### src/rtl/dq_pkg.sv
`timescale 1ns / 1ps
`default_nettype none
// ----------------------------------------------------------------------------
// dq_pkg
// Shared constants, codes and controller/datapath interface types for the
// double-ended queue.
// ----------------------------------------------------------------------------
package dq_pkg;

    localparam int DEPTH_DEFAULT = 64;
    localparam int WORD_W        = 32;
    localparam int FUNC_W        = 3;
    localparam int LEVEL_W       = 7;
    localparam int STATUS_W      = 2;

    localparam logic [LEVEL_W-1:0] FULL_LEVEL_RESET = 7'd52;

    localparam logic [FUNC_W-1:0] FN_QUERY      = 3'd0;
    localparam logic [FUNC_W-1:0] FN_PUSH_FRONT = 3'd1;
    localparam logic [FUNC_W-1:0] FN_PUSH_REAR  = 3'd2;
    localparam logic [FUNC_W-1:0] FN_POP_FRONT  = 3'd3;
    localparam logic [FUNC_W-1:0] FN_POP_REAR   = 3'd4;

    localparam logic [STATUS_W-1:0] ST_OK        = 2'd0;
    localparam logic [STATUS_W-1:0] ST_POP_EMPTY = 2'd1;
    localparam logic [STATUS_W-1:0] ST_PUSH_FULL = 2'd2;

    typedef struct packed {
        logic latch_in;
        logic update;
        logic load_out;
    } dq_cmd_t;

    typedef struct packed {
        logic out_busy;
    } dq_stat_t;

endpackage

`default_nettype wire

### src/rtl/dq_ctrl.sv
`timescale 1ns / 1ps
`default_nettype none
// ----------------------------------------------------------------------------
// dq_ctrl
// Sequencer for one deque operation: latch, read old ends, update, read new
// ends, load result register.
// ----------------------------------------------------------------------------
module dq_ctrl
(
    input  wire logic            clk,
    input  wire logic            rst_n,
    input  wire logic            in_valid,
    output logic                 in_ready,
    input  wire dq_pkg::dq_stat_t stat,
    output dq_pkg::dq_cmd_t      cmd
);

    typedef enum logic [4:0] {
        S_IDLE = 5'b00001,
        S_RD0  = 5'b00010,
        S_UPD  = 5'b00100,
        S_RD1  = 5'b01000,
        S_LOAD = 5'b10000
    } state_t;

    state_t state_reg;
    state_t state_next;

    always_ff @(posedge clk or negedge rst_n)
    begin
        if (!rst_n)
        begin
            state_reg <= S_IDLE;
        end
        else
        begin
            state_reg <= state_next;
        end
    end

    always_comb
    begin
        state_next   = state_reg;
        in_ready     = 1'b0;
        cmd.latch_in = 1'b0;
        cmd.update   = 1'b0;
        cmd.load_out = 1'b0;
        case (state_reg)
            S_IDLE:
            begin
                in_ready = 1'b1;
                if (in_valid)
                begin
                    cmd.latch_in = 1'b1;
                    state_next   = S_RD0;
                end
            end
            S_RD0:
            begin
                state_next = S_UPD;
            end
            S_UPD:
            begin
                cmd.update = 1'b1;
                state_next = S_RD1;
            end
            S_RD1:
            begin
                state_next = S_LOAD;
            end
            S_LOAD:
            begin
                if (!stat.out_busy)
                begin
                    cmd.load_out = 1'b1;
                    state_next   = S_IDLE;
                end
            end
            default:
            begin
                state_next = S_IDLE;
            end
        endcase
    end

    // one word in flight: no new word until the result is loaded
    assert property (@(posedge clk) disable iff (!rst_n)
        (in_valid && in_ready) |=> !in_ready)
        else $error("dq_ctrl: accepted while busy");

    assert property (@(posedge clk) disable iff (!rst_n)
        cmd.latch_in |-> ##2 cmd.update)
        else $error("dq_ctrl: update not two cycles after latch");

    assert property (@(posedge clk) disable iff (!rst_n)
        cmd.load_out |-> !stat.out_busy)
        else $error("dq_ctrl: result overwritten");

endmodule

`default_nettype wire

### src/rtl/dq_datapath.sv
`timescale 1ns / 1ps
`default_nettype none
// ----------------------------------------------------------------------------
// dq_datapath
// Ring store, front pointer, entry count and result register of the deque.
// ----------------------------------------------------------------------------
module dq_datapath
#(
    parameter int DEPTH = dq_pkg::DEPTH_DEFAULT
)
(
    input  wire logic                           clk,
    input  wire logic                           rst_n,
    input  wire dq_pkg::dq_cmd_t                cmd,
    output dq_pkg::dq_stat_t                    stat,
    input  wire logic [dq_pkg::FUNC_W-1:0]      in_func,
    input  wire logic [dq_pkg::WORD_W-1:0]      in_value,
    input  wire logic [dq_pkg::LEVEL_W-1:0]     full_level,
    output logic [dq_pkg::WORD_W-1:0]           out_popped_value,
    output logic                                out_popped_valid,
    output logic [dq_pkg::WORD_W-1:0]           out_front_value,
    output logic [dq_pkg::WORD_W-1:0]           out_rear_value,
    output logic                                out_is_empty,
    output logic                                out_is_full,
    output logic [dq_pkg::STATUS_W-1:0]         out_status,
    output logic                                out_valid,
    input  wire logic                           out_ready
);

    localparam int IW   = (DEPTH > 1) ? $clog2(DEPTH) : 1;
    localparam int CW   = $clog2(DEPTH + 1);
    localparam int CMPW = (CW > dq_pkg::LEVEL_W) ? CW : dq_pkg::LEVEL_W;

    logic [dq_pkg::WORD_W-1:0] mem [DEPTH];

    logic [IW-1:0]                  front_reg, front_next;
    logic [CW-1:0]                  count_reg, count_next;
    logic [dq_pkg::FUNC_W-1:0]      func_reg;
    logic [dq_pkg::WORD_W-1:0]      value_reg;
    logic [dq_pkg::WORD_W-1:0]      rd_front_reg, rd_rear_reg;
    logic [dq_pkg::WORD_W-1:0]      popped_reg, popped_next;
    logic                           pvalid_reg, pvalid_next;
    logic [dq_pkg::STATUS_W-1:0]    status_reg, status_next;
    logic                           out_valid_reg;

    logic [dq_pkg::WORD_W-1:0]      out_popped_value_reg;
    logic                           out_popped_valid_reg;
    logic [dq_pkg::WORD_W-1:0]      out_front_value_reg;
    logic [dq_pkg::WORD_W-1:0]      out_rear_value_reg;
    logic                           out_is_empty_reg;
    logic                           out_is_full_reg;
    logic [dq_pkg::STATUS_W-1:0]    out_status_reg;

    logic                           we;
    logic [IW-1:0]                  waddr;
    logic [IW-1:0]                  rear_idx;
    logic [IW-1:0]                  front_dec;
    logic                           full_now;
    logic [CMPW-1:0]                count_ext, level_ext;

    function automatic logic [IW-1:0] ring_add(input logic [IW-1:0] idx,
                                               input logic [CW-1:0] off);
        logic [CW:0] sum;
        sum = (CW+1)'(idx) + (CW+1)'(off);
        if (sum >= (CW+1)'(DEPTH))
        begin
            sum = sum - (CW+1)'(DEPTH);
        end
        return sum[IW-1:0];
    endfunction

    assign rear_idx  = (count_reg == '0) ? front_reg : ring_add(front_reg, count_reg - 1'b1);
    assign front_dec = (front_reg == '0) ? IW'(DEPTH - 1) : front_reg - 1'b1;
    assign count_ext = CMPW'(count_reg);
    assign level_ext = CMPW'(full_level);
    assign full_now  = (count_ext >= level_ext) || (count_reg >= CW'(DEPTH));

    always_ff @(posedge clk)
    begin
        if (we)
        begin
            mem[waddr] <= value_reg;
        end
        rd_front_reg <= mem[front_reg];
        rd_rear_reg  <= mem[rear_idx];
    end

    always_comb
    begin
        front_next  = front_reg;
        count_next  = count_reg;
        popped_next = '0;
        pvalid_next = 1'b0;
        status_next = dq_pkg::ST_OK;
        we          = 1'b0;
        waddr       = front_reg;
        case (func_reg)
            dq_pkg::FN_PUSH_FRONT:
            begin
                if (full_now)
                begin
                    status_next = dq_pkg::ST_PUSH_FULL;
                end
                else
                begin
                    front_next = front_dec;
                    we         = 1'b1;
                    waddr      = front_dec;
                    count_next = count_reg + 1'b1;
                end
            end
            dq_pkg::FN_PUSH_REAR:
            begin
                if (full_now)
                begin
                    status_next = dq_pkg::ST_PUSH_FULL;
                end
                else
                begin
                    we         = 1'b1;
                    waddr      = ring_add(front_reg, count_reg);
                    count_next = count_reg + 1'b1;
                end
            end
            dq_pkg::FN_POP_FRONT:
            begin
                if (count_reg == '0)
                begin
                    status_next = dq_pkg::ST_POP_EMPTY;
                end
                else
                begin
                    popped_next = rd_front_reg;
                    pvalid_next = 1'b1;
                    front_next  = ring_add(front_reg, CW'(1));
                    count_next  = count_reg - 1'b1;
                end
            end
            dq_pkg::FN_POP_REAR:
            begin
                if (count_reg == '0)
                begin
                    status_next = dq_pkg::ST_POP_EMPTY;
                end
                else
                begin
                    popped_next = rd_rear_reg;
                    pvalid_next = 1'b1;
                    count_next  = count_reg - 1'b1;
                end
            end
            default:
            begin
                status_next = dq_pkg::ST_OK;
            end
        endcase
        if (!cmd.update)
        begin
            we         = 1'b0;
            front_next = front_reg;
            count_next = count_reg;
        end
    end

    always_ff @(posedge clk or negedge rst_n)
    begin
        if (!rst_n)
        begin
            front_reg     <= '0;
            count_reg     <= '0;
            out_valid_reg <= 1'b0;
        end
        else
        begin
            front_reg <= front_next;
            count_reg <= count_next;
            if (cmd.load_out)
            begin
                out_valid_reg <= 1'b1;
            end
            else if (out_ready)
            begin
                out_valid_reg <= 1'b0;
            end
        end
    end

    always_ff @(posedge clk)
    begin
        if (cmd.latch_in)
        begin
            func_reg  <= in_func;
            value_reg <= in_value;
        end
        if (cmd.update)
        begin
            popped_reg <= popped_next;
            pvalid_reg <= pvalid_next;
            status_reg <= status_next;
        end
        if (cmd.load_out)
        begin
            out_popped_value_reg <= popped_reg;
            out_popped_valid_reg <= pvalid_reg;
            out_front_value_reg  <= (count_reg == '0) ? '0 : rd_front_reg;
            out_rear_value_reg   <= (count_reg == '0) ? '0 : rd_rear_reg;
            out_is_empty_reg     <= (count_reg == '0);
            out_is_full_reg      <= (count_ext == level_ext);
            out_status_reg       <= status_reg;
        end
    end

    assign out_popped_value = out_popped_value_reg;
    assign out_popped_valid = out_popped_valid_reg;
    assign out_front_value  = out_front_value_reg;
    assign out_rear_value   = out_rear_value_reg;
    assign out_is_empty     = out_is_empty_reg;
    assign out_is_full      = out_is_full_reg;
    assign out_status       = out_status_reg;

    assign out_valid     = out_valid_reg;
    assign stat.out_busy = out_valid_reg && !out_ready;

    assert property (@(posedge clk) disable iff (!rst_n)
        count_reg <= CW'(DEPTH))
        else $error("dq_datapath: count above depth");

    assert property (@(posedge clk) disable iff (!rst_n)
        (cmd.update && pvalid_next) |=> (count_reg == $past(count_reg) - 1'b1))
        else $error("dq_datapath: pop did not decrement count");

    assert property (@(posedge clk) disable iff (!rst_n)
        (cmd.update && (status_next == dq_pkg::ST_PUSH_FULL)) |=>
            ($stable(count_reg) && $stable(front_reg)))
        else $error("dq_datapath: refused push changed state");

    assert property (@(posedge clk) disable iff (!rst_n)
        cmd.load_out |=> out_valid)
        else $error("dq_datapath: loaded result not presented");

endmodule

`default_nettype wire

### src/rtl/double_ended_queue.sv
`timescale 1ns / 1ps
`default_nettype none
// ----------------------------------------------------------------------------
// double_ended_queue
// Double-ended queue of signed 32-bit words held in a ring store.
// ----------------------------------------------------------------------------
// Each input word carries an operation in s_tuser (query, push front, push
// rear, pop front, pop rear) and a push value in s_tdata; each produces one
// output word with the popped value, the new front and rear values, empty
// and full flags and a status. The result register is loaded once the
// store has been read for the old ends, updated, and read again for the
// new ends, and once the output register is free; no new word is taken
// until then. A finished result waits in the output register while the
// next word is accepted. full_level
// (APB byte address 0, reset 52) sets the count at which pushes are refused.
// The store needs no clearing after reset.
// ----------------------------------------------------------------------------
module double_ended_queue
#(
    parameter int DEPTH = dq_pkg::DEPTH_DEFAULT
)
(
    input  wire logic        clk,
    input  wire logic        rst_n,
    input  wire logic        s_tvalid,
    output logic             s_tready,
    input  wire logic [31:0] s_tdata,   // [31:0] value
    input  wire logic [2:0]  s_tuser,   // [2:0] func
    output logic             m_tvalid,
    input  wire logic        m_tready,
    output logic [95:0]      m_tdata,   // [31:0] popped_value, [63:32] front_value,
                                        // [95:64] rear_value
    output logic [4:0]       m_tuser,   // [0] popped_valid, [1] is_empty,
                                        // [2] is_full, [4:3] status
    input  wire logic        psel,
    input  wire logic        penable,
    input  wire logic        pwrite,
    input  wire logic [2:0]  paddr,
    input  wire logic [31:0] pwdata,
    output logic [31:0]      prdata,
    output logic             pready
);

    logic [dq_pkg::LEVEL_W-1:0] full_level_reg;
    logic                       reg_sel;
    dq_pkg::dq_cmd_t            cmd;
    dq_pkg::dq_stat_t           stat;

    assign pready  = 1'b1;
    assign reg_sel = (paddr[2] == 1'b0);
    assign prdata  = reg_sel ? 32'(full_level_reg) : '0;

    always_ff @(posedge clk or negedge rst_n)
    begin
        if (!rst_n)
        begin
            full_level_reg <= dq_pkg::FULL_LEVEL_RESET;
        end
        else if (psel && penable && pwrite && pready && reg_sel)
        begin
            full_level_reg <= pwdata[dq_pkg::LEVEL_W-1:0];
        end
    end

    dq_ctrl u_ctrl
    (
        .clk      (clk),
        .rst_n    (rst_n),
        .in_valid (s_tvalid),
        .in_ready (s_tready),
        .stat     (stat),
        .cmd      (cmd)
    );

    dq_datapath #(
        .DEPTH (DEPTH)
    ) u_datapath
    (
        .clk              (clk),
        .rst_n            (rst_n),
        .cmd              (cmd),
        .stat             (stat),
        .in_func          (s_tuser),
        .in_value         (s_tdata),
        .full_level       (full_level_reg),
        .out_popped_value (m_tdata[31:0]),
        .out_popped_valid (m_tuser[0]),
        .out_front_value  (m_tdata[63:32]),
        .out_rear_value   (m_tdata[95:64]),
        .out_is_empty     (m_tuser[1]),
        .out_is_full      (m_tuser[2]),
        .out_status       (m_tuser[4:3]),
        .out_valid        (m_tvalid),
        .out_ready        (m_tready)
    );

endmodule

`default_nettype wire

### config.mk
export PLATFORM = sky130hd
export DESIGN_NAME = double_ended_queue
export DESIGN_NICKNAME = d
export VERILOG_FILES = /design/src/rtl/dq_pkg.sv /design/src/rtl/dq_ctrl.sv /design/src/rtl/dq_datapath.sv /design/src/rtl/double_ended_queue.sv
export SDC_FILE = /design/constraint.sdc
export NUM_CORES = 2
export LEC_CHECK = 0
export BUFFER_PORTS_ARGS = -buffer_cell sky130_fd_sc_hd__buf_2
export CAP_MARGIN = 0
export CORE_MARGIN = 1.5
export CORE_UTILIZATION = 31
export CTS_BUF_LIST = sky130_fd_sc_hd__clkbuf_8 sky130_fd_sc_hd__clkbuf_16
export DETAILED_ROUTE_END_ITERATION = 8
export PLACE_DENSITY = 0.43
export SLEW_MARGIN = 0
export SYNTH_ARGS = -nofsm -noshare
export SYNTH_HDL_FRONTEND = slang
export SYNTH_HIERARCHICAL = 1
export SYNTH_SLANG_ARGS = --single-unit
### constraint.sdc
create_clock -name clk -period 7.4 [get_ports clk]
set_clock_uncertainty 0.1 [all_clocks]
set_input_delay 0 -clock clk [delete_from_list [all_inputs] [get_ports clk]]
set_output_delay 0 -clock clk [all_outputs]
set_load 0.01 [all_outputs]
# After elaboration in Yosys (flattened, before gate mapping)
# Memory sizes are Yosys's and may differ from the RTL's. A register that Yosys moved wholly into a read port is not among the register bits.
# Cells that the tools add are included.
[word_totals]
ramBits = 2048
out_inout_bits = 136
reg_bits = 197
n_memories = 1
[mem_list]
columns = ["memory", "depth", "width", "rd", "rd_clocked_by_memory_dff", "write_ports", "line_no", "text"]
rows = [
  ["u_datapath.mem", 64, 32, 2, 2, 1, "dq_datapath.sv:34", "logic [dq_pkg::WORD_W-1:0] mem [DEPTH];"],
]
[classes]
eq_ne = 15
order_cmp = 5
n_mux = 37
n_bitwise = 1
reduce_logical = 16
n_addsub = 9
[op_table]
columns = ["cell", "count"]
rows = [
  ["$mux 32", 2],
  ["$pmux 32 s2", 1],
  ["$mux 6", 8],
  ["$pmux 5 s5", 1],
  ["$pmux 6 s2", 2],
  ["$sub 6x1->6 const B", 4],
  ["$mux 7", 3],
  ["$add 6x7->8", 2],
  ["$ge 8x7->1 const B", 2],
  ["$mux 1", 15],
  ["$ge 7x7->1 const B", 2],
  ["$pmux 7 s2", 1],
  ["$mux 5", 2],
  ["$ne 2x2->1 const B", 5],
  ["$add 6x1->7 const B", 1],
  ["$add 7x1->7 const B", 1],
  ["$eq 7x7->1", 1],
  ["$ge 7x7->1", 1],
  ["$logic_not 7->1", 1],
  ["$sub 7x1->7 const B", 1],
  ["$eq 3x2->1 const B", 2],
  ["$logic_not 6->1", 1],
  ["$reduce_bool 2->1", 3],
  ["$eq 5x1->1 const B", 1],
  ["16 further kinds", 20],
]

# Longest topological paths before layout
[depth]
word_depth = 7
mapped_depth = 15

# Modules after synthesis
# The synthesis kept the hierarchy.
[by_module_without_submodules]
columns = ["module", "seq_area_each_um2", "area_per_inst_um2", "instances", "cells_each"]
rows = [
  ["dq_datapath", 68265.5, 104489.0, 1, 5786],
  ["double_ended_queue", 178.9, 545.5, 1, 50],
  ["dq_ctrl", 126.4, 277.8, 1, 27],
]

# Least setup slack after synthesis
# Ideal clock, no wire load.
[synth_path]
path_kind = "flip-flop to flip-flop"
start = "register u_datapath.front_reg[1]"
end = "memory u_datapath/mem[36][0] (netlist name) (enable)"
path_buffers = 5
setup_ns = 0.502
synth_period_minus_slack_ns = 6.749
required_time_ns = 6.798
path_slack_ns = 0.651
stages_incl_launch_ff = 15
arrival_time_ns = 6.147
path_cell_list = "dfrtp_1 > buf_2 > clkbuf_1 > buf_2 > inv_1 > fa_1 > nor2b_1 > o21ai_0 > a21boi_0 > o31ai_1 > a22o_1 > or2_2 > clkbuf_1 > clkbuf_1 > nor4_1"
[synth_via]
elab_chain_len = 5
word_cells_on_any_way = 10
cone_classes = "3 x add/sub; 1 x order compare; 5 x mux; 1 x reduce/logical"
[synth_lines]
columns = ["item", "line_no", "text"]
rows = [
  ["start, declared", "dq_datapath.sv:36", "logic [IW-1:0] front_reg, front_next;"],
  ["start signal, assigned", "dq_datapath.sv:175", "front_reg <= front_next;"],
  ["$add 6x7->8", "dq_datapath.sv:64", "sum = (CW+1)'(idx) + (CW+1)'(off);"],
  ["$ge 8x7->1 or $sub 6x1->6 (tied branches)", "dq_datapath.sv:65, dq_datapath.sv:67", ""],
  ["$mux 6", "dq_datapath.sv:65", "if (sum >= (CW+1)'(DEPTH))"],
  ["$mux 6", "dq_datapath.sv:114", "if (full_now)"],
  ["$pmux 6 s2 (*)", "dq_datapath.sv:97", "case (func_reg)"],
  ["end, declared", "dq_datapath.sv:34", ""],
]
# Mark *: on every way between the ends. The rest lies on a longest branch, timed or not.

# Final worst setup path
[layout_path]
start = "register u_datapath.count_reg[1] (netlist: u_datapath/count_ext[1])"
end = "register u_datapath/rd_rear_reg[8] (netlist name) (read register of u_datapath.mem)"
[layout_via]
elab_chain_len = 5
word_cells_on_any_way = 7
cone_classes = "3 x add/sub; 1 x order compare; 2 x mux; 1 x reduce/logical"
[layout_lines]
columns = ["item", "line_no", "text"]
rows = [
  ["start, declared", "dq_datapath.sv:37", "logic [CW-1:0] count_reg, count_next;"],
  ["start signal, assigned", "dq_datapath.sv:176", "count_reg <= count_next;"],
  ["$sub 7x1->7", "dq_datapath.sv:72", "assign rear_idx = (count_reg == '0) ? front_reg : ring_add(front_reg, count_reg - 1'b1);"],
  ["$add 6x7->8", "dq_datapath.sv:64", ""],
  ["$ge 8x7->1 or $sub 6x1->6 (tied branches)", "dq_datapath.sv:65, dq_datapath.sv:67", ""],
  ["$mux 6", "dq_datapath.sv:65", ""],
  ["$mux 6 (*)", "dq_datapath.sv:72", ""],
  ["end, declared", "dq_datapath.sv:40", "logic [dq_pkg::WORD_W-1:0] rd_front_reg, rd_rear_reg;"],
]
# Marks and branches as above.
# A chain may end at the register's enable or synchronous reset.

==> reports/results.txt <==
run status -> completed
Most common cell on crit path -> buf_4
number of antenna violations at the first check in global routing -> 40
antenna violation net count after detailed routing -> 0
worst reg2reg path depth -> 11
gate count after technology mapping -> 5863
Core Rows -> 213
Yosys warnings -> 6
1st-pass router iterations -> 5
Initial Utilization -> 0.312
r2r startpoint -> u_datapath/count_ext[1]$_DFFE_PN0P_
vias in the first global route -> 64.9k
clock sink count -> 2309
Storage cell area -> 0.0686 mm²
Detailed Route Iter0 Violations -> 7671
CTS HTree Levels -> 5
DP Area -> 0.113 mm²
final routed wire length divided by cell count -> 36.7 µm
largest cells by area after synthesis -> edfxtp_1 (63%), mux4_2 (20%), a211oi_1 (1.9%)
TritonCTS clock tree -> built
clock buffer count from CTS -> 280
minimum period implied by the final worst setup slack -> 5520 ps
non-filler instance count after layout -> 10.9k
startpoint types -> flop
DRT Wirelength -> 398 mm
worst path arrival time -> 6150 ps
die outline height -> 586 µm
count of filler cells inserted in the layout -> 31.4k
Main synth FF type -> edfxtp_1
synthesized flop and latch total -> 2309
final standard cell area without fillers -> 0.122 mm²
async set-reset flop share out of synthesis -> 0.0113
cell type of the slowest stage on the worst timing path -> o22ai_1
average cell area after synthesis -> 18.0 µm²
Area Overhead vs Synth -> 16.0%
combined area of the multi-input logic cells -> 0.0349 mm²
clock transition at the registers of the reported paths -> 60 ps
library cell with the largest summed area after synthesis -> edfxtp_1
Worst Max-Slew Pin Slew -> 1330 ps
number of top-level design ports -> 213
buffer depth of the longest clock path -> 4
half-perimeter wire length after detailed placement -> 229 mm
Critical Path Sink Type -> flop
worst reg2reg path endpoint -> u_datapath/rd_rear_reg[8]$_DFF_P_
crit path max fanout -> 47
RSZ-0062 raised after global routing -> false
number of buffers inserted to repair setup after CTS -> 0
Fin Setup TNS -> 0 ps
GRT overflow -> 0
flip-flop count of the largest register after layout -> 2048
latest clock arrival within the worst-skew pair -> 910 ps
die area -> 0.343 mm²
required arrival time at the worst endpoint -> 8020 ps
series of cell instances along the critical path -> inv_1 > ha_1 > nor3b_2 > nand3_4 > buf_4 > buf_4 > and3_1 > a211oi_1 > nor4_1 > o22ai_1 > o2111ai_1
count leader, synth -> edfxtp_1
Routability Congestion -> 0.832
largest net degree at the start of global routing -> 123
count of final hold-check violations -> 0
Placeable Area -> 0.337 mm²
GR Util All Layers -> 0.229
I/O Buffers -> 159
worst setup path start -> u_datapath/count_ext[1]$_DFFE_PN0P_
fin crit share -> 0.746
first-pass GRT wire length -> 545 mm
CTS resizes -> 0
total number of nets in the final design -> 6219
Worst slew margin -> 0.115
post-layout utilization of the core -> 0.362
final number of setup-violating endpoints -> 0
placed instance count -> 10.3k
Hold WC Path Type -> in2reg
Max Fclk -> 0.181 GHz
Die X -> 586 µm
post-synthesis instance area -> 0.105 mm²
top cell types by occurrence after synthesis -> edfxtp_1 (2219), mux4_2 (928), clkbuf_1 (392)
max-cap check violation count -> 0
number of pins exceeding their max-slew limit in the final report -> 0
CTS root buffer -> clkbuf_16
vias per inst -> 5.94
fraction of post-synthesis cell area in the top cell type by area -> 0.633
number of enable flip-flop cells after synthesis -> 2219
DRC -> 0
termination of the worst setup path -> u_datapath/rd_rear_reg[8]$_DFF_P_
proportion of layout cells with a drive suffix above 1 -> 0.304
Largest Register -> u_datapath/mem
total via count after detailed routing -> 64.4k
category of the most critical setup path -> reg2reg
reg-to-reg slack, setup -> 1880 ps
Cell variety after synth -> 74
share of the yosys chip area belonging to registers -> 0.651
Slowest Stage Delay on Critical Path -> 880 ps
[critical path: cells and delay by family (launching register included)]
| family | cells | cell delay (ps) |
|---|---|---|
| compound gates | 3 | 1330 |
| flops | 1 | 480 |
| simple gates | 4 | 1730 |
| fa+ha+maj | 1 | 260 |
| buf+inv | 3 | 1250 |
[layer usage]
| metal | track usage | wire, µm | vias to the layer above |
|---|---|---|---|
| met5 | 0 | 42 | - |
| li1 | - | - | 25500 |
| met2 | 0.356 | 181000 | 3218 |
| met1 | 0.323 | 171000 | 35100 |
| met3 | 0.0524 | 35700 | 598 |
| met4 | 0.0584 | 10200 | 6 |
[per-stage QoR]
| step | hold slack [ps] | worst slack [ps] |
|---|---|---|
| after floorplan | -396 | 651 |
| after global placement | -27.7 | 2030 |
| after detailed placement | -29.6 | 2030 |
| after CTS | 165 | 2010 |
| after global routing | 235 | 1690 |
| final | 247 | 1880 |
[worst min path at each step]
stage / from / endpoint / slack [ps] / depth (start not counted)
after floorplan: rst_n / full_level_reg[0]$_DFFE_PN0P_ / -400 / 0
final: s_tdata[1] / u_datapath/value_reg[1]$_DFFE_PP_ / 250 / 3
after detailed placement: rst_n / full_level_reg[3]$_DFFE_PN0P_ / -30 / 1
after CTS: s_tdata[1] / u_datapath/value_reg[1]$_DFFE_PP_ / 160 / 3
after global placement: rst_n / full_level_reg[3]$_DFFE_PN0P_ / -30 / 1
after global routing: s_tdata[10] / u_datapath/value_reg[10]$_DFFE_PP_ / 230 / 3
[placed cells by master (no fill, tap or decap), types with 9 or more instances in the layout]
| cell type | Yosys | layout |
|---|---|---|
| edfxtp_1 | 2219 | 2219 |
| mux4_2 | 928 | 928 |
| clkbuf_16 | 0 | 289 |
| nand2_1 | 281 | 279 |
| a211oi_1 | 264 | 262 |
| and3_1 | 259 | 259 |
| buf_4 | 37 | 203 |
| buf_2 | 40 | 159 |
| nand3_1 | 144 | 142 |
| a22o_1 | 133 | 133 |
| inv_1 | 57 | 132 |
| o21ai_0 | 131 | 131 |
| dlygate4sd3_1 | 0 | 100 |
| o22ai_1 | 100 | 100 |
| a31oi_1 | 101 | 98 |
| a31o_2 | 94 | 93 |
| a2111oi_0 | 66 | 66 |
| nor4_2 | 0 | 66 |
| mux2i_1 | 65 | 65 |
| dfxtp_1 | 64 | 64 |
| clkinv_1 | 0 | 46 |
| buf_12 | 0 | 41 |
| clkinv_2 | 0 | 40 |
| nor4_1 | 102 | 36 |
| o2111ai_1 | 35 | 34 |
| and2_1 | 36 | 33 |
| conb_1 | 2 | 26 |
| a21oi_1 | 23 | 22 |
| ha_1 | 22 | 22 |
| nor2_1 | 20 | 19 |
| dfrtp_1 | 22 | 18 |
| clkbuf_8 | 0 | 16 |
| inv_6 | 0 | 12 |
| o2bb2ai_1 | 11 | 11 |
| xnor2_1 | 10 | 10 |
| bufinv_16 | 0 | 9 |
[what timing repair did]
item	CTS	global route
setup endpoints to repair	0	0
hold buffers	101	0
endpoints found under the hold margin	99	0
[logic make-up after synthesis]
family,share of synthesized area
buffers and inverters,0.0242
adders and majority gates,0.00299
xor gates and xnor gates,0.00125
and+or+nand+nor,0.0454
muxes,0.205
other,0.0000713
DFF,0.651
AOI/OAI and AO/OA,0.0696
[area by class of cell]
type                       count  area share
antenna                        5    0.000102
clock inverter               192     0.00940
tap                         4515      0.0462
timing repair buffer         503      0.0339
clock buffer                 305      0.0610
inverter                      58     0.00185
multi-input combinational   2966       0.286
sequential                  2309       0.561
Power is not shown: default switching activity piles up to over one toggle a cycle in this logic, so the estimate is an artifact.
